### config.mk
export PLATFORM = sky130hd
export DESIGN_NAME = fmsc_mul
export DESIGN_NICKNAME = d
export VERILOG_FILES = /design/src/fmsc_pkg.sv /design/src/fmsc_mul.sv
export SDC_FILE = /design/constraint.sdc
export NUM_CORES = 2
export LEC_CHECK = 0
export ABC_AREA = 1
export BUFFER_PORTS_ARGS = -buffer_cell sky130_fd_sc_hd__buf_2
export CORE_MARGIN = 2
export CORE_UTILIZATION = 30
export DETAILED_ROUTE_END_ITERATION = 12
export PLACE_DENSITY = 0.48
export SLEW_MARGIN = 20
export SYNTH_ARGS = -nofsm -noshare
export SYNTH_HDL_FRONTEND = slang
export SYNTH_SLANG_ARGS = --single-unit
### constraint.sdc
create_clock -name i_clk -period 9.6 [get_ports i_clk]
set_input_delay 2.4 -clock i_clk [delete_from_list [all_inputs] [get_ports i_clk]]
set_output_delay 2.4 -clock i_clk [all_outputs]
set_load 0.005 [all_outputs]
### src/fmsc_pkg.sv
// Shared types, constants and helpers of the switch-select block.
`default_nettype none
package fmsc_pkg;

    localparam int VAL_W  = 32;
    localparam int COEF_W = 32;
    localparam int REF_W  = 31;
    localparam int MOP_W  = 34;
    localparam int MP_W   = 2 * MOP_W;
    localparam int NUM_W  = 64;
    localparam int TERM_W = 40;
    localparam int ACC_W  = 42;

    // Switch table, indexed by candidate: (1,0) (1,1) (0,0) (0,1)
    localparam logic [3:0] SW_ONE = 4'b0011;
    localparam logic [3:0] SW_TWO = 4'b1010;

    typedef enum logic [2:0] {
        REG_TS_OVER_LB = 3'd0,
        REG_TS_OVER_LS = 3'd1,
        REG_TS_OVER_CO = 3'd2,
        REG_VO_DECAY   = 3'd3,
        REG_REF_VO     = 3'd4,
        REG_REF_IB_MAG = 3'd5,
        REG_REF_POWER  = 3'd6
    } t_reg_idx;

    typedef enum logic [2:0] {
        MODE_ONE   = 3'd1,
        MODE_TWO   = 3'd2,
        MODE_THREE = 3'd3,
        MODE_FOUR  = 3'd4
    } t_mode;

    typedef enum logic [3:0] {
        S_IDLE,
        S_REFMUL,
        S_REFTAKE,
        S_DIVGO,
        S_DIVWAIT,
        S_PMUL,
        S_PTAKE,
        S_STEP1,
        S_CAND,
        S_SQA,
        S_SQB,
        S_SQW,
        S_CMP,
        S_DONE
    } t_state;

    typedef struct packed {
        logic                    start;
        logic signed [NUM_W-1:0] num;
        logic signed [VAL_W-1:0] den;
    } t_div_req;

    typedef struct packed {
        logic                    done;
        logic signed [VAL_W-1:0] quot;
    } t_div_rsp;

    function automatic logic signed [VAL_W-1:0] sat32(input logic signed [ACC_W-1:0] x);
        logic signed [ACC_W-1:0] hi;
        logic signed [ACC_W-1:0] lo;
        hi = ACC_W'(64'sh7FFF_FFFF);
        lo = -hi - ACC_W'(1);
        if (x > hi) begin
            return VAL_W'(hi);
        end else if (x < lo) begin
            return VAL_W'(lo);
        end
        return x[VAL_W-1:0];
    endfunction

endpackage
`default_nettype wire

### src/fmsc_mul.sv
// Shared signed multiplier with a registered product.
`default_nettype none
module fmsc_mul (
    input  wire logic                                 i_clk,
    input  wire logic signed [fmsc_pkg::MOP_W-1:0]    i_a,
    input  wire logic signed [fmsc_pkg::MOP_W-1:0]    i_b,
    output logic signed [fmsc_pkg::MP_W-1:0]          o_p
);
    import fmsc_pkg::*;

    logic signed [MP_W-1:0] r_p;

    always_ff @(posedge i_clk) begin
        r_p <= i_a * i_b;
    end

    assign o_p = r_p;
endmodule
`default_nettype wire

### Word-level counts from Yosys, hierarchy flattened

Index checks and enable logic that the tools add are counted.

| word-level totals | value |
|---|---|
| word-level logic and storage cells | 2 |
| input port bits | 69 |
| register bits after elaboration | 68 |
| output and inout bits | 68 |

| cells by class | value |
|---|---|
| multiply operators | 1 |

Operators by type and width:

| kind | number |
|---|---|
| 34-bit by 34-bit multiplier with 68-bit output | 1 |

### Logic depth before layout (Yosys ltp)

| depth | value |
|---|---|
| word-level depth | 1 |
| gate-level depth with buffers | 35 |
| gate-level depth less buffers | 33 |

### Worst setup path before layout

Ideal clock, no wire load.

| path | value |
|---|---|
| path type | input to register |
| start point | input i_a[33] (netlist bit) |
| end point | register r_p[66] (netlist: o_p[66]) |
| data arrival time | 9.111 ns |
| buffers on the path | 2 |
| slack | 0.377 ns |
| stages | 24 |
| cells stage by stage | clkbuf_1 clkbuf_1 nand2_1 inv_1 fa_1 fa_1 fa_1 fa_1 inv_1 fa_1 fa_1 inv_1 fa_1 fa_1 ha_1 nand2_1 nor2_1 inv_1 nor2_2 nand2_1 nor3_1 nand2_2 nand3_1 nand2_1 |

| on the way | value |
|---|---|
| longest elaborated chain between the ends | 1 |

Ends and longest elaborated chain:

| what | RTL line | source |
|---|---|---|
| start, declared | fmsc_mul.sv:5 | `input wire logic signed [fmsc_pkg::MOP_W-1:0] i_a,` |
| 34-bit by 34-bit multiplier with 68-bit output | fmsc_mul.sv:14 | `r_p <= i_a * i_b;` |
| end signal, assigned | fmsc_mul.sv:14 |  |
| end, declared | fmsc_mul.sv:11 | `logic signed [MP_W-1:0] r_p;` |

No other way between the ends.

### Worst setup path after layout

| path | value |
|---|---|
| start point | input i_b[4] (netlist bit) |
| end point | register r_p[63] (netlist: o_p[63]) |

| on the way | value |
|---|---|
| longest elaborated chain between the ends | 1 |

Ends and longest elaborated chain:

| what | RTL line | source |
|---|---|---|
| start, declared | fmsc_mul.sv:6 | `input wire logic signed [fmsc_pkg::MOP_W-1:0] i_b,` |
| 34-bit by 34-bit multiplier with 68-bit output | fmsc_mul.sv:14 |  |

No other way between the ends.

==> key figures <==
Final layout
  – Area delta synth->final: 9.377%
  – Sequential cell area in the final layout: 0.001361 mm2
  – Most common library cell in the layout ignoring fill and taps: sky130_fd_sc_hd__inv_1
  – Highest-count cells in the layout ignoring fill and taps: sky130_fd_sc_hd__inv_1, sky130_fd_sc_hd__nand2_1, sky130_fd_sc_hd__fa_1
  – Number of filler cells placed in the layout: 16570
  – Total number of nets in the final design: 7564
  – Share of final-layout standard cells stronger than drive strength 1: 6.854%
  – Number of flip-flops in the largest register: 68
  – Final instance area: 0.05056 mm2
  – Multi-input gate area in the final layout: 0.03589 mm2

Global routing
  – GR Util All Layers: 18.53%
  – Antenna violations before repair: 12
  – Largest net degree at the start of global routing: 35
  – Global-route wire length before repair: 225500 um
  – Vias in the first global route: 38760
  – Global-route congestion overflow total: 0

STA
  – Worst relative slew slack: 41.80%
  – Pins over their slew limit: 0
  – Endpoints failing setup: 0
  – Total negative slack: 0 ns
  – Worst hold slack: 2.633 ns
  – Final hold viol count: 0
  – Final period demand of the worst path: 9.127 ns
  – Setup repair after global routing missed its margin: no
  – Maximum clock frequency: 109.6 MHz
  – Transition time at the pin with the least slew margin: 0.8731 ns
  – Period Utilization, post-route: 95.07%

Synth
  – Most instantiated flip-flop cell in the synthesis netlist: sky130_fd_sc_hd__dfxtp_1
  – Number of distinct library cell variants in the gate-level netlist after synthesis: 32
  – Cell types with the largest area share after synthesis: sky130_fd_sc_hd__fa_1, sky130_fd_sc_hd__inv_1, sky130_fd_sc_hd__nand2_1, sky130_fd_sc_hd__ha_1, sky130_fd_sc_hd__dfxtp_1
  – Synthesized flop and latch total: 68
  – Post-synthesis instance area: 0.04622 mm2
  – Number of cells produced by synthesis: 5972
  – Largest area contributor in the netlist: sky130_fd_sc_hd__fa_1
  – Part of the Yosys area used for sequential elements: 2.945%
  – Number of enable flip-flop cells after synthesis: 0
  – Syn. warnings: 0
  – Nets in the synthesized netlist: 7486
  – Area share of the largest cell type after synthesis: 53.75%
  – Synthesized area divided by synthesized cell count: 7.740 um2
  – Async set or reset register ratio after synthesis: 0%

Clock tree
  – Postcts setup bufs: 0
  – TritonCTS clock tree: done
  – Number of gates resized after CTS: 0
  – Clock Root Buffer: sky130_fd_sc_hd__clkbuf_16
  – Number of CTS-inserted buffers: 9
  – Clock input transition at the sequential cells of the worst setup and hold paths: 0.06 ns
  – Number of clock sinks: 68
  – H-tree depth: 3
  – Bufs on Longest Clock Path: 2
  – # hold bufs at CTS: 0

Route
  – Post-route DRC violation count: 0
  – Avg WL per Cell: 17.17 um
  – Count of vias placed by the detailed router: 34670
  – Detail Route Antenna Nets: 0
  – Pre-Repair DR Iteration Count: 5
  – Starting DRC count in detailed routing: 1902
  – Wirelength, routed: 139100 um
  – Number of vias per cell: 4.279

Critical path
  – Worst setup path class: input pin to flip-flop
  – Worst path slowest cell: sky130_fd_sc_hd__fa_1
  – Element type at the critical path start: input pin
  – Data required time at the worst endpoint: 9.86 ns
  – Delay of the slowest cell on the worst path: 0.61 ns
  – Worst Setup End Kind: flip-flop
  – Top cell by count, worst path: sky130_fd_sc_hd__fa_1
  – Crit path DAT: 9.38 ns
  – Largest fanout on the critical path: 15

Die
  – Overall die height: 396.5 um
  – I/O pin count: 137
  – Starting density of the core: 30.11%
  – Die Outline Area: 0.1572 mm2
  – Floorplan core area: 0.1535 mm2
  – Core Rows: 144
  – Width of the die: 396.5 um

Placed design
  – I/O Buffers: 136
  – Final weighted congestion in routability-driven placement: 0.8840
  – Placement-stage cell area: 0.05025 mm2
  – Post-DP HPWL: 124700 um

Hold path
  – Hold Crit Class: input pin to flip-flop

Status
  – Outcome: finished clean

Run
  – Count of maximum capacitance violations: 0
==> worst paths after layout <==
path	from	endpoint	slack (ns)	depth (start not counted)
setup / recovery	i_b[4]	o_p[63]$_DFF_P_	0.47	26
hold / removal	i_b[0]	o_p[0]$_DFF_P_	2.63	4
==> layout make-up <==
| class | count | share of cell area [%] |
|---|---|---|
| clock buffers | 9 | 0.4455 |
| well taps | 2044 | 5.059 |
| multi-input cells | 3514 | 70.99 |
| repair buffers | 338 | 4.915 |
| inverters | 2119 | 15.73 |
| clock inverters | 7 | 0.1510 |
| diodes | 3 | 0.01485 |
| flip-flops and latches | 68 | 2.693 |
==> metal layers <==
metal,track usage (%),routed length (um),vias to the layer above
met4,2.743,2214,0
met2,33.74,71280,595
li1,-,-,16170
met3,0.6889,3637,108
met1,24.84,61940,17790
met5,0,0,-
==> per-stage QoR <==
step                setup WS [ns]  utilization, %  instances
detailed placement        0.07112           32.73       8083
global route              0.07213           32.93       8101
global placement          0.06643           32.73       8083
CTS                        0.4388           32.93       8099
floorplan                  0.3770               -       5972
finish                     0.4729           32.93       8102
==> cells in the mapped netlist, types with 8 or more instances <==
cell                          n
sky130_fd_sc_hd__fa_1      1241
sky130_fd_sc_hd__a21oi_1     59
sky130_fd_sc_hd__inv_1     2116
sky130_fd_sc_hd__dfxtp_1     68
sky130_fd_sc_hd__nor2_2       9
sky130_fd_sc_hd__o21bai_1    11
sky130_fd_sc_hd__xor2_1      33
sky130_fd_sc_hd__clkbuf_1   269
sky130_fd_sc_hd__ha_1       204
sky130_fd_sc_hd__nor3_1      15
sky130_fd_sc_hd__nand2_1   1661
sky130_fd_sc_hd__nand4_1     19
sky130_fd_sc_hd__o21ai_0     18
sky130_fd_sc_hd__nand2_2     20
sky130_fd_sc_hd__nor2_1     115
sky130_fd_sc_hd__nand3_1     70
sky130_fd_sc_hd__or2_2        8
==> logic make-up after synthesis <==
logic type	share of synthesized area (%)
buffers and inverters	19.41
and+or+nand+nor	16.58
adders and majority gates	59.27
AOI/OAI and AO/OA	1.131
DFF	2.945
xor gates and xnor gates	0.6632
==> worst max-delay path: cells and delay by family <==
kind          cells  cell delay [ns]
buf+inv           8             1.13
fa+ha+maj         9             4.41
simple gates      9             1.37
Power is left out: the tool's default activity adds up to more than one toggle a clock period on the data nets, which glitch-free logic cannot reach.
