--- src/fmsc_pkg.sv ---
// Shared types, constants and helpers of the switch-select block.
`default_nettype none
package fmsc_pkg;

    localparam int VAL_W  = 32;
    localparam int COEF_W = 32;
    localparam int REF_W  = 31;
    localparam int MOP_W  = 34;
    localparam int MP_W   = 2 * MOP_W;
    localparam int NUM_W  = 64;
    localparam int TERM_W = 40;
    localparam int ACC_W  = 42;

    // Switch table, indexed by candidate: (1,0) (1,1) (0,0) (0,1)
    localparam logic [3:0] SW_ONE = 4'b0011;
    localparam logic [3:0] SW_TWO = 4'b1010;

    typedef enum logic [2:0] {
        REG_TS_OVER_LB = 3'd0,
        REG_TS_OVER_LS = 3'd1,
        REG_TS_OVER_CO = 3'd2,
        REG_VO_DECAY   = 3'd3,
        REG_REF_VO     = 3'd4,
        REG_REF_IB_MAG = 3'd5,
        REG_REF_POWER  = 3'd6
    } t_reg_idx;

    typedef enum logic [2:0] {
        MODE_ONE   = 3'd1,
        MODE_TWO   = 3'd2,
        MODE_THREE = 3'd3,
        MODE_FOUR  = 3'd4
    } t_mode;

    typedef enum logic [3:0] {
        S_IDLE,
        S_REFMUL,
        S_REFTAKE,
        S_DIVGO,
        S_DIVWAIT,
        S_PMUL,
        S_PTAKE,
        S_STEP1,
        S_CAND,
        S_SQA,
        S_SQB,
        S_SQW,
        S_CMP,
        S_DONE
    } t_state;

    typedef struct packed {
        logic                    start;
        logic signed [NUM_W-1:0] num;
        logic signed [VAL_W-1:0] den;
    } t_div_req;

    typedef struct packed {
        logic                    done;
        logic signed [VAL_W-1:0] quot;
    } t_div_rsp;

    function automatic logic signed [VAL_W-1:0] sat32(input logic signed [ACC_W-1:0] x);
        logic signed [ACC_W-1:0] hi;
        logic signed [ACC_W-1:0] lo;
        hi = ACC_W'(64'sh7FFF_FFFF);
        lo = -hi - ACC_W'(1);
        if (x > hi) begin
            return VAL_W'(hi);
        end else if (x < lo) begin
            return VAL_W'(lo);
        end
        return x[VAL_W-1:0];
    endfunction

endpackage
`default_nettype wire

--- src/fmsc_div.sv ---
// Restoring divider, one quotient bit per cycle, truncating and saturating.
`default_nettype none
module fmsc_div (
    input  wire logic               i_clk,
    input  wire logic               i_rst_n,
    input  wire fmsc_pkg::t_div_req i_req,
    output fmsc_pkg::t_div_rsp      o_rsp
);
    import fmsc_pkg::*;

    localparam int CNT_W = $clog2(NUM_W + 1);

    logic              r_run;
    logic              r_done;
    logic [CNT_W-1:0]  r_cnt;
    logic              r_neg;
    logic [NUM_W-1:0]  r_sh;
    logic [VAL_W-1:0]  r_rem;
    logic [VAL_W-1:0]  r_dm;

    logic [VAL_W:0]    rem_s;
    logic              qbit;
    logic [VAL_W:0]    rem_n;

    always_comb begin
        rem_s = {r_rem, r_sh[NUM_W-1]};
        qbit  = (rem_s >= {1'b0, r_dm});
        rem_n = qbit ? (rem_s - {1'b0, r_dm}) : rem_s;
    end

    always_ff @(posedge i_clk) begin
        if (!i_rst_n) begin
            r_run  <= 1'b0;
            r_done <= 1'b0;
            r_cnt  <= '0;
        end else begin
            r_done <= 1'b0;
            if (i_req.start) begin
                r_neg <= i_req.num[NUM_W-1] ^ i_req.den[VAL_W-1];
                r_sh  <= i_req.num[NUM_W-1] ? NUM_W'(-i_req.num) : NUM_W'(i_req.num);
                r_dm  <= i_req.den[VAL_W-1] ? VAL_W'(-i_req.den) : VAL_W'(i_req.den);
                r_rem <= '0;
                r_cnt <= '0;
                if (i_req.den == '0) begin
                    // zero divisor gives zero
                    r_sh   <= '0;
                    r_done <= 1'b1;
                end else begin
                    r_run <= 1'b1;
                end
            end else if (r_run) begin
                r_rem <= rem_n[VAL_W-1:0];
                r_sh  <= {r_sh[NUM_W-2:0], qbit};
                r_cnt <= r_cnt + CNT_W'(1);
                if (r_cnt == CNT_W'(NUM_W - 1)) begin
                    r_run  <= 1'b0;
                    r_done <= 1'b1;
                end
            end
        end
    end

    always_comb begin
        o_rsp.done = r_done;
        if (r_neg) begin
            if (r_sh > NUM_W'(64'h8000_0000)) begin
                o_rsp.quot = {1'b1, {(VAL_W-1){1'b0}}};
            end else begin
                o_rsp.quot = VAL_W'(-r_sh);
            end
        end else begin
            if (r_sh > NUM_W'(64'h7FFF_FFFF)) begin
                o_rsp.quot = {1'b0, {(VAL_W-1){1'b1}}};
            end else begin
                o_rsp.quot = r_sh[VAL_W-1:0];
            end
        end
    end
endmodule
`default_nettype wire

--- config.mk ---
export PLATFORM = sky130hd
export DESIGN_NAME = fmsc_div
export DESIGN_NICKNAME = d
export VERILOG_FILES = /design/src/fmsc_pkg.sv /design/src/fmsc_div.sv
export SDC_FILE = /design/constraint.sdc
export NUM_CORES = 1
export LEC_CHECK = 0
export BUFFER_PORTS_ARGS = -buffer_cell sky130_fd_sc_hd__buf_2
export CORE_ASPECT_RATIO = 1.2
export CORE_MARGIN = 5
export CORE_UTILIZATION = 39
export CTS_BUF_LIST = sky130_fd_sc_hd__clkbuf_4
export CTS_CLUSTER_DIAMETER = 200
export DETAILED_ROUTE_END_ITERATION = 7
export PLACE_DENSITY = 0.6
export SYNTH_ARGS = -nofsm -noshare
export SYNTH_HDL_FRONTEND = slang
export SYNTH_SLANG_ARGS = --single-unit
--- constraint.sdc ---
create_clock -name i_clk -period 4.4 [get_ports i_clk]
set_clock_uncertainty 0.1 [all_clocks]
set_input_delay 1.32 -clock i_clk [delete_from_list [all_inputs] [get_ports i_clk]]
set_output_delay 1.32 -clock i_clk [all_outputs]
set_load 0.02 [all_outputs]
After elaboration in Yosys (flattened, before gate mapping)
Index checks and enable logic that the tools add are counted.
{"block": "word_totals", "register_bits": 138, "latch_bits": 0, "ramBits": 0, "rom_bits": 0, "input_bits": 99, "out_inout_bits": 33, "wordCells": 43, "mem_count": 0}
{"block": "op_classes", "n_addsub": 5, "n_mul": 0, "div": 0, "order_cmp": 3, "eq_ne": 2, "shifts": 0, "n_mux": 18, "bitwise": 2, "reduce_logical": 5}
{"cell": "$mux 64", "count": 4}
{"cell": "$mux 32", "count": 5}
{"cell": "$gt 64x31->1 const B", "count": 1}
{"cell": "$gt 64x32->1 const B", "count": 1}
{"cell": "$neg 32->32", "count": 2}
{"cell": "$neg 64->64", "count": 1}
{"cell": "$ge 33x32->1", "count": 1}
{"cell": "$logic_not 32->1", "count": 1}
{"cell": "$sub 32x32->32", "count": 1}
{"cell": "$mux 31", "count": 1}
{"cell": "$mux 1", "count": 8}
{"cell": "$add 7x1->7 const B", "count": 1}
{"cell": "$eq 7x6->1 const B", "count": 1}
{"cell": "$reduce_and 2->1", "count": 2}
{"cell": "$ne 2x2->1 const B", "count": 1}
{"cell": "$reduce_bool 2->1", "count": 1}
{"cell": "$reduce_or 2->1", "count": 1}
{"cell": "$not 1->1", "count": 1}
{"cell": "$xor 1x1->1", "count": 1}

Longest topological paths before layout
Gate-level depths: netlist of run 1.
{"block": "logic_depth", "ltp_word": 4, "depth_mapped": 13, "mapped_depth_nobuf": 11}

Worst setup path before layout of run 1
No wires, ideal clock.
{"block": "synth_timing", "path_type": "reg-to-output", "from": "register r_sh[0]", "to": "output port o_rsp[11] in the netlist's numbering", "arrival_time_ps": 3287, "required_ps": 2980, "path_slack_ps": -307, "path_stages_with_launch": 10, "n_path_buf": 1, "path_cell_list": "edfxtp_1 > inv_1 > ha_1 > or3b_1 > nor3_1 > nand4_2 > o41ai_4 > nand3_1 > buf_2 > o311ai_0"}
{"element": "from (decl)", "line_no": "fmsc_div.sv:17", "text": "logic [NUM_W-1:0] r_sh;"}
{"element": "from (signal assigned)", "line_no": "fmsc_div.sv:40", "text": "r_sh <= i_req.num[NUM_W-1] ? NUM_W'(-i_req.num) : NUM_W'(i_req.num);"}
{"element": "from (signal assigned)", "line_no": "fmsc_div.sv:53", "text": "r_sh <= {r_sh[NUM_W-2:0], qbit};"}
{"element": "to (decl)", "line_no": "fmsc_div.sv:7", "text": "output fmsc_pkg::t_div_rsp o_rsp"}

==> summary.txt, run 1 <==
Area leader, netlist - edfxtp_1
Final setup margin - -0.3668 ns
R2R Path Start - r_rem[13]
Fraction of registers with async set/reset - 0%
H-Tree Depth - 4
DR vias - 9,880
#FFs+latches synth - 138
Power Dens Cells - 279.3 mW/mm^2
Largest net degree at the start of global routing - 61
DIE AREA - 0.03049 sq mm
Maximum vdd drop - 0.1459 mV
GRT met3 Usage - 2.984%
CTS sink cnt - 138
Hold Path Class - reg2reg
Final Core Density - 49.33%
Fin cells - 1,715
Post-Syn Nets - 1,324
Reg2reg path depth - 9
Status - complete, but fails checks
Total grt overflow - 0
I/O Pins - 132
First drt pass iteration count - 5
Hpwl dp - 22,970 um
Core area - 0.02692 sq mm
Max Cap Viol - 0
Hold Worst Slack - 0.4079 ns
Gr busiest metal - met2
Violated checks - setup timing
Initial antenna violation count - 1
Critical path launch point type - flop
Fill count - 2,508
Global-route track usage on met2 - 33.92%
Initial Utilization - 39.24%
Routed Antenna Nets - 0
Worst Path Arrival - 3.35 ns
CTS tree - done
DR DRC count - 0
Final TNS setup - -7.901 ns
Clk root buf - clkbuf_4
IO buf count - 131
Fmax - 209.8 MHz
Unrepaired setup endpoints after global routing - yes
Mapped Area - 0.01056 sq mm
Std cell rows - 66
Area of the multi-input gates - 0.006624 sq mm
Reg-to-reg setup timing slack - 0.69 ns
EDFF count, synth - 129
Cell with the most instances after synthesis - nand2_1
Final Hold Viols - 0
Critical Path RT - 2.98 ns
Die width - 160.2 um
Number of global-route vias before repair - 9,394
Area growth, synth to finish - 25.70%
Slew headroom - 39.23%
Max FO, Critical Path - 5
Register area share after synthesis - 38.37%
Crit path time final - 4.767 ns
Clk_lat worst skew - 0.53 ns
Via/cell ratio - 5.761
Wire per inst - 18.05 um
Slew Limit Fails - 0
CTS buffer count - 17
Unique cell type count in the Yosys netlist - 73
Hold_sp - r_cnt[5]
Met1 GRT Util - 25.22%
GRT Util Overall - 19.40%
Top post-synthesis cells by area - edfxtp_1 37%, xnor2_1 6.3%, o21ai_0 4.8%
Final Cycle Share - 108.3%
Reg-to-Reg End - r_rem[29]
Tightest Pin Transition - 0.9060 ns
CTS Hold Bufs - 0
Mean Syn Cell Area - 8.892 sq um
Synth cell count leaders - 134 x nand2_1, 129 x edfxtp_1, 101 x o21ai_0, 76 x inv_1, 76 x xnor2_1
Nets - 1,497
Leakage - 5.017 nW
CTS clk-pin slew, worst paths - 0.15 ns
Worst min-delay path endpoint - r_cnt[5]
CP Capture Type - output pin
Yosys warns - 0
Synth top area share - 36.67%
Hold path cells - 2
Final WL - 30,950 um
Placer Congestion - 0.9080
Critical path class - reg2out
Height of the chip - 190.3 um
Register Area - 0.004054 sq mm
Placed insts - 1,656
Setup slack at placement - -0.01014 ns
Main synth FF type - edfxtp_1
1st-iter DRT viols - 626
Clock Path Buffers - 2
Share of cells above drive strength 1 - 26.06%
Cell count after synthesis - 1,188
Global-route wire length before repair - 48,620 um
Final number of setup-violating endpoints - 30
==> critical path: stages (launching register included) <==
cell,delay (ns)
edfxtp_1,0.41
or4_4,0.55
or4_4,0.45
o41ai_4,0.30
buf_6,0.18
nand3_4,0.10
buf_12,0.18
clkbuf_16,0.16
o211ai_1,0.26
buf_4,0.20
==> flip-flops by register name (all words and copies together) (netlist names) <==
signal  count
r_run       1
r_done      1
r_dm       32
r_neg       1
r_cnt       7
r_sh       64
r_rem      32
==> power by group <==
| group | internal (mW) | switching [mW] | total [mW] |
|---|---|---|---|
| Sequential | 1.58 | 0.0799 | 1.66 |
| Combinational | 0.518 | 0.739 | 1.26 |
| Clock | 0.245 | 0.543 | 0.788 |
| Total | 2.35 | 1.36 | 3.71 |
==> layer usage <==
layer,routed length [um],share of wire [%]
met1,13420,43
met3,1633,5.3
met5,0,0
met4,507,1.6
met2,15390,50
==> what timing repair did <==
action / in CTS / in global routing
pin swaps: 7 / 29
cloned: 2 / 2
setup endpoints to repair: 32 / 32
setup buffers: 10 / 16
resized for setup: 82 / 100
==> per-stage QoR <==
step / total power, mW / area (sq um)
2_1_floorplan: 2.479 / 10680
5_1_grt: 3.939 / 13280
3_5_place_dp: 2.850 / 11980
3_3_place_gp: 2.835 / 11980
6_report: 3.709 / 13280
4_1_cts: 3.686 / 12670
==> layout by cell type, fill, tap and decap left out, types with 22 or more instances in the layout <==
cell / netlist / routed
xor2_1: 37 / 37
o31ai_1: 29 / 29
buf_6: 0 / 35
inv_1: 76 / 74
buf_2: 7 / 100
or3_1: 39 / 35
edfxtp_1: 129 / 129
nor3_1: 32 / 22
o21ai_0: 101 / 88
nand2_1: 134 / 129
buf_4: 3 / 71
o2bb2ai_1: 39 / 39
nand3_1: 46 / 41
a21oi_1: 64 / 57
nor2_1: 46 / 44
ha_1: 36 / 35
xnor2_1: 76 / 76
==> how the worst max path moves through the flow <==
stage,slack [ns],cells after the start,to,startpoint
3_5_place_dp,-0.01,9,r_sh[45],i_req[46]
4_1_cts,-0.41,9,o_rsp[10],r_sh[12]
2_1_floorplan,-0.05,9,o_rsp[28],r_sh[0]
6_report,-0.37,9,o_rsp[4],r_sh[23]
3_3_place_gp,0.07,9,r_sh[53],i_req[48]
5_1_grt,-0.51,13,o_rsp[26],r_sh[0]
==> cells by family (layout without fill, tap and decap cells) <==
group,after synthesis,after routing,synth area share [%]
AND/OR/NAND/NOR,420,420,20.93
AO/OA/AOI/OAI,338,338,21.39
flip-flops,138,138,38.38
buffers and inverters,138,324,5.093
XOR/XNOR,113,113,9.369
adder cells (fa/ha/maj),37,37,4.453
multiplexers,4,4,0.3909
other,0,1,0
==> cell type report <==
type                            count  area share (%)
Clock buffer                       17          0.9611
Sequential cell                   138           30.53
Antenna cell                        1         0.01884
Tap cell                          340           3.204
Timing Repair Buffer              215           12.20
Multi-Input combinational cell    912           49.88
Clock inverter                     15           1.027
Inverter                           77           2.177
(Power assumes the default switching activity.)
==> inputs of run 2 (changes only) <==
--- a/config.mk
+++ b/config.mk
@@ -16,3 +16,4 @@
 export SYNTH_ARGS = -nofsm -noshare
 export SYNTH_HDL_FRONTEND = slang
 export SYNTH_SLANG_ARGS = --single-unit
+export TNS_END_PERCENT = 30
==> run 2 against run 1 <==
The run still ends with setup timing left. Register-to-register slack got worse by 0.03 ns. Setup slack got worse by 0.060 ns. Critical endpoint is now o_rsp[8]. Critical path type unchanged. Worst hold slack got worse by 0.0046 ns. Critical path depth rose by 3. Design area fell by 5.3%. Highest routed layer unchanged.
==> summary.txt, run 2 (same netlist as run 1, synthesis figures left out) <==
Share of cells above drive strength 1 - 22.35%
Power Dens Cells - 287.6 mW/mm^2
Hold_sp - r_cnt[5]
CTS Hold Bufs - 0
Total grt overflow - 0
Initial Utilization - 39.24%
Final setup margin - -0.4267 ns
Hold Worst Slack - 0.4033 ns
Routed Antenna Nets - 0
Worst Path Arrival - 3.41 ns
Hold path cells - 2
Core area - 0.02692 sq mm
Maximum vdd drop - 0.1886 mV
Crit path time final - 4.827 ns
Global-route wire length before repair - 47,810 um
Clock Path Buffers - 2
IO buf count - 131
Max FO, Critical Path - 22
Fmax - 207.2 MHz
Most common library cell in the layout ignoring fill and taps - nand2_1
H-Tree Depth - 4
Critical path class - reg2out
Leakage - 4.781 nW
CP Capture Type - output pin
Placer Congestion - 0.8830
Die width - 160.2 um
CTS tree - done
Biggest register - r_sh
Violated checks - setup timing
CTS sink cnt - 138
Critical Path RT - 2.98 ns
Fill count - 2,633
Hold Path Class - reg2reg
Initial antenna violation count - 1
DR DRC count - 0
Final Core Density - 46.71%
Wire per inst - 17.75 um
Final WL - 30,030 um
Reg2reg path depth - 9
Reg-to-Reg End - r_rem[29]
Reg-to-reg setup timing slack - 0.66 ns
Number of global-route vias before repair - 9,112
GRT Util Overall - 19.18%
Most frequent cells in the layout - 132 x nand2_1, 129 x edfxtp_1, 107 x buf_2
Critical path launch point type - flop
Final TNS setup - -9.193 ns
Status - complete, but fails checks
Hpwl dp - 22,470 um
Slew headroom - 47.08%
DIE AREA - 0.03049 sq mm
DR vias - 9,593
Largest net degree at the start of global routing - 79
Tightest Pin Transition - 0.7938 ns
Std cell rows - 66
Slew Limit Fails - 0
CTS buffer count - 17
Area growth, synth to finish - 19.03%
Unrepaired setup endpoints after global routing - yes
Area of the multi-input gates - 0.006285 sq mm
Largest regs - r_sh x64, r_dm x32, r_rem x32
Height of the chip - 190.3 um
R2R Path Start - r_rem[15]
CTS clk-pin slew, worst paths - 0.12 ns
Max FFs per register - 64
Fin cells - 1,692
Via/cell ratio - 5.670
Worst min-delay path endpoint - r_cnt[5]
Register Area - 0.004054 sq mm
Clk_lat worst skew - 0.56 ns
Clk root buf - clkbuf_4
Max Cap Viol - 0
1st-iter DRT viols - 573
First drt pass iteration count - 5
Final Hold Viols - 0
Nets - 1,475
I/O Pins - 132
Placed insts - 1,650
Final Cycle Share - 109.7%
Final number of setup-violating endpoints - 30
[run 2: power breakdown]
part / total, mW / internal (mW) / switching, mW
sequential: 1.65 / 1.58 / 0.0700
clock: 0.755 / 0.278 / 0.477
combinational: 1.21 / 0.488 / 0.719
[run 2: layout make-up]
| type | instances | area share, % |
|---|---|---|
| multi-input cells | 912 | 49.98 |
| flip-flops and latches | 138 | 32.24 |
| repair buffers | 193 | 10.17 |
| well taps | 340 | 3.383 |
| inverters | 77 | 2.298 |
| clock buffers | 18 | 1.075 |
| clock inverters | 13 | 0.8358 |
| diodes | 1 | 0.01990 |
[run 2: through the flow]
step | cell area (sq um) | worst slack [ns] | power, mW
global placement | 11940 | 0.06938 | 2.834
floorplan | 10670 | -0.05472 | 2.478
CTS | 12360 | -0.4002 | 3.626
global route | 12570 | -0.5867 | 3.844
detailed placement | 11940 | 0.06384 | 2.843
finish | 12570 | -0.4267 | 3.616
[run 2: per-layer routing]
metal	GRT usage [%]	vias to the layer above	wire, um
met2	32.81	276	14740
li1	-	4735	-
met4	4.833	0	441
met1	25.29	4549	13370
met3	3.416	33	1471
met5	0	-	0
[run 2: worst max path at each step]
stage               from   endpoint  slack, ns  cells past startpoint
2_1_floorplan    r_sh[0]  o_rsp[10]      -0.05                      8
3_3_place_gp   i_req[48]   r_sh[53]       0.07                      9
3_5_place_dp   i_req[46]   r_sh[53]       0.06                      9
4_1_cts         r_sh[23]  o_rsp[26]      -0.40                      9
5_1_grt          r_sh[0]   o_rsp[8]      -0.59                     12
6_report         r_sh[0]   o_rsp[8]      -0.43                     12
[run 2: critical path, cell delays in order, from the launching register on]
cell and delay (ns):
edfxtp_1 0.43, inv_2 0.10, ha_4 0.13, or3b_4 0.40, nor3_4 0.19, nand4_4 0.15
o41ai_4 0.44, buf_4 0.18, nand3_2 0.07, buf_12 0.19, or3b_1 0.36, nand3_1 0.10
buf_6 0.12
[run 2: timing repair]
action / in CTS / in global routing
hold endpoints to repair: 0 / 0
buffers inserted: 6 / 3
endpoints found under the setup margin: 31 / 32
pin swaps: 5 / 11
cloned: 0 / 1
resized for setup: 38 / 44
==> inputs of run 3 (changes only) <==
--- a/config.mk
+++ b/config.mk
@@ -12,7 +12,7 @@
 export CTS_BUF_LIST = sky130_fd_sc_hd__clkbuf_4
 export CTS_CLUSTER_DIAMETER = 200
 export DETAILED_ROUTE_END_ITERATION = 7
-export PLACE_DENSITY = 0.6
+export PLACE_DENSITY = 0.57
 export SYNTH_ARGS = -nofsm -noshare
 export SYNTH_HDL_FRONTEND = slang
 export SYNTH_SLANG_ARGS = --single-unit
==> constraint.sdc (replaced) <==
create_clock -name i_clk -period 5.64 [get_ports i_clk]
set_clock_uncertainty 0.1 [all_clocks]
set_input_delay 1.692 -clock i_clk [delete_from_list [all_inputs] [get_ports i_clk]]
set_output_delay 1.692 -clock i_clk [all_outputs]
set_load 0.02 [all_outputs]
==> run 3 against run 2 <==
Sequential share of layout area is 1.9 points higher. Critical path type unchanged. First-iteration DRC count is 4.9% higher. The flow now finishes without violations. Via count is 2.5% lower.
==> summary.txt, run 3 (same netlist as run 1, synthesis figures left out) <==
Final Hold Viols - 0
Initial Utilization - 39.24%
Max FO, Critical Path - 22
Share of cells above drive strength 1 - 16.97%
Global-route wire length before repair - 45,910 um
Hpwl dp - 21,280 um
Final setup margin - 0.2013 ns
GRT Util Overall - 18.37%
Final Core Density - 44.07%
Clk_lat worst skew - 0.58 ns
Final TNS setup - 0 ns
Crit-path slowest cell - edfxtp_1
Sequential share of power - 46.3%
I/O Pins - 132
Slew Limit Fails - 0
Slew headroom - 34.88%
Status - finished clean
Nets - 1,431
First drt pass iteration count - 5
Final WL - 28,440 um
Routed Antenna Nets - 0
Critical Path RT - 3.85 ns
CTS Hold Bufs - 0
Clk root buf - clkbuf_4
Critical path class - reg2out
Setup slack at placement - 0.6028 ns
Top Family by Delay on Critical Path - simple AND/OR/NAND/NOR gates
Crit path from - r_sh[0]
CP Capture Type - output pin
Total grt overflow - 0
Fill count - 2,676
Worst Path Arrival - 3.65 ns
CTS clk-pin slew, worst paths - 0.12 ns
Biggest register - r_sh
Leakage - 4.455 nW
Hold_sp - r_cnt[5]
Most frequent cells in the layout - 133 x nand2_1, 131 x buf_2, 129 x edfxtp_1
1st-iter DRT viols - 601
Largest net degree at the start of global routing - 57
Height of the chip - 190.3 um
CTS sink cnt - 138
Final number of setup-violating endpoints - 0
Largest regs - r_sh x64, r_dm x32, r_rem x32
Crit path time final - 5.439 ns
Max Cap Viol - 0
Std cell rows - 66
DR DRC count - 0
Clock Path Buffers - 2
Post-layout instance area - 0.01186 sq mm
Hold Worst Slack - 0.4014 ns
Switching Fraction - 34.67%
Most common library cell in the layout ignoring fill and taps - nand2_1
Area growth, synth to finish - 12.31%
DP Area - 0.01152 sq mm
Critical path launch point type - flop
Via/cell ratio - 5.669
IO buf count - 131
Die width - 160.2 um
DR vias - 9,354
Switch Pwr - 973.3 uW
CTS buffer count - 17
Comb pwr share - 30.6%
Int Power - 1.834 mW
R2R Path Start - r_rem[15]
Crit path largest cell delay - 0.41 ns
Wire per inst - 17.23 um
Number of global-route vias before repair - 8,915
Hold Path Class - reg2reg
Worst path bufs/invs - 4
H-Tree Depth - 4
Core area - 0.02692 sq mm
Unrepaired setup endpoints after global routing - no
Clock power frac - 23.1%
Maximum vdd drop - 0.1255 mV
Tightest Pin Transition - 0.9768 ns
Fmax - 183.9 MHz
Worst path cell trace - inv_1 -> ha_1 -> or3b_4 -> nor3_4 -> nand4_4 -> o41ai_4 -> buf_4 -> nand3_1 -> buf_6 -> or3b_1 -> nand3_1 -> buf_2
Placer Congestion - 0.8830
DIE AREA - 0.03049 sq mm
Final Cycle Share - 96.43%
Cell mode on critical path - nand3_1
Power Dens Cells - 236.6 mW/mm^2
Initial antenna violation count - 2
Max FFs per register - 64
CTS tree - done
## run 3: changes by cell type in the layout (fill, tap and decap cells not counted), sizes merged
cell	change
buf	-43
clkbuf	-2
diode	+1
bufinv	+1
clkinv	-1
clkinvlp	+1
inv	+1
## run 3: worst paths after layout
path / endpoint / slack, ns / cells after the start
worst max-delay path: o_rsp[8] / 0.20 / 12
worst min-delay path: r_cnt[5] / 0.40 / 2
worst max register to register: r_rem[29] / 1.93 / 9
worst min register to register: r_cnt[5] / 0.40 / 2
## run 3: worst register-to-register path: cells and delay by family, from the launching register on
family,cells,cell delay [ns]
and+or+nand+nor,3,1.15
DFF,1,0.41
adders and majority gates,1,0.38
AOI/OAI and AO/OA,5,1.49
## run 3: area by class of cell
type / count / area, sq um / share of cell area [%]
Clock buffer: 17 / 127.6 / 1.076
Sequential cell: 138 / 4054 / 34.17
Timing Repair Buffer: 149 / 794.5 / 6.697
Tap cell: 340 / 425.4 / 3.586
Antenna cell: 2 / 5.005 / 0.04219
Clock inverter: 15 / 148.9 / 1.255
Multi-Input combinational cell: 912 / 6020 / 50.74
Inverter: 77 / 289.0 / 2.436
## run 3: metrics by stage
step / power (mW) / cells
floorplan: 1.925 / 1188
global placement: 2.170 / 1613
detailed placement: 2.176 / 1613
CTS: 2.836 / 1645
global route: 2.999 / 1650
finish: 2.808 / 1650
## run 3: power by group through the flow
stage | Combinational (mW) | Clock, mW | Sequential (mW)
6_report | 0.859 | 0.648 | 1.30
5_1_grt | 0.964 | 0.724 | 1.31
4_1_cts | 0.861 | 0.677 | 1.30
2_1_floorplan | 0.627 | 0 | 1.30
3_3_place_gp | 0.850 | 0 | 1.32
3_5_place_dp | 0.855 | 0 | 1.32
## run 3: metal layers
layer / up-vias / wire length [um] / global-route usage (%)
met3: 33 / 1738 / 3.827
met1: 4414 / 12710 / 23.95
met2: 261 / 13480 / 31.03
met5: - / 0 / 0
met4: 0 / 507 / 5.197
li1: 4646 / - / -
## run 3: repair_timing
action | CTS | global route
pin swaps | 0 | 1
resized for setup | 1 | 10
endpoints found under the setup margin | 8 | 23
setup buffers | 0 | 3
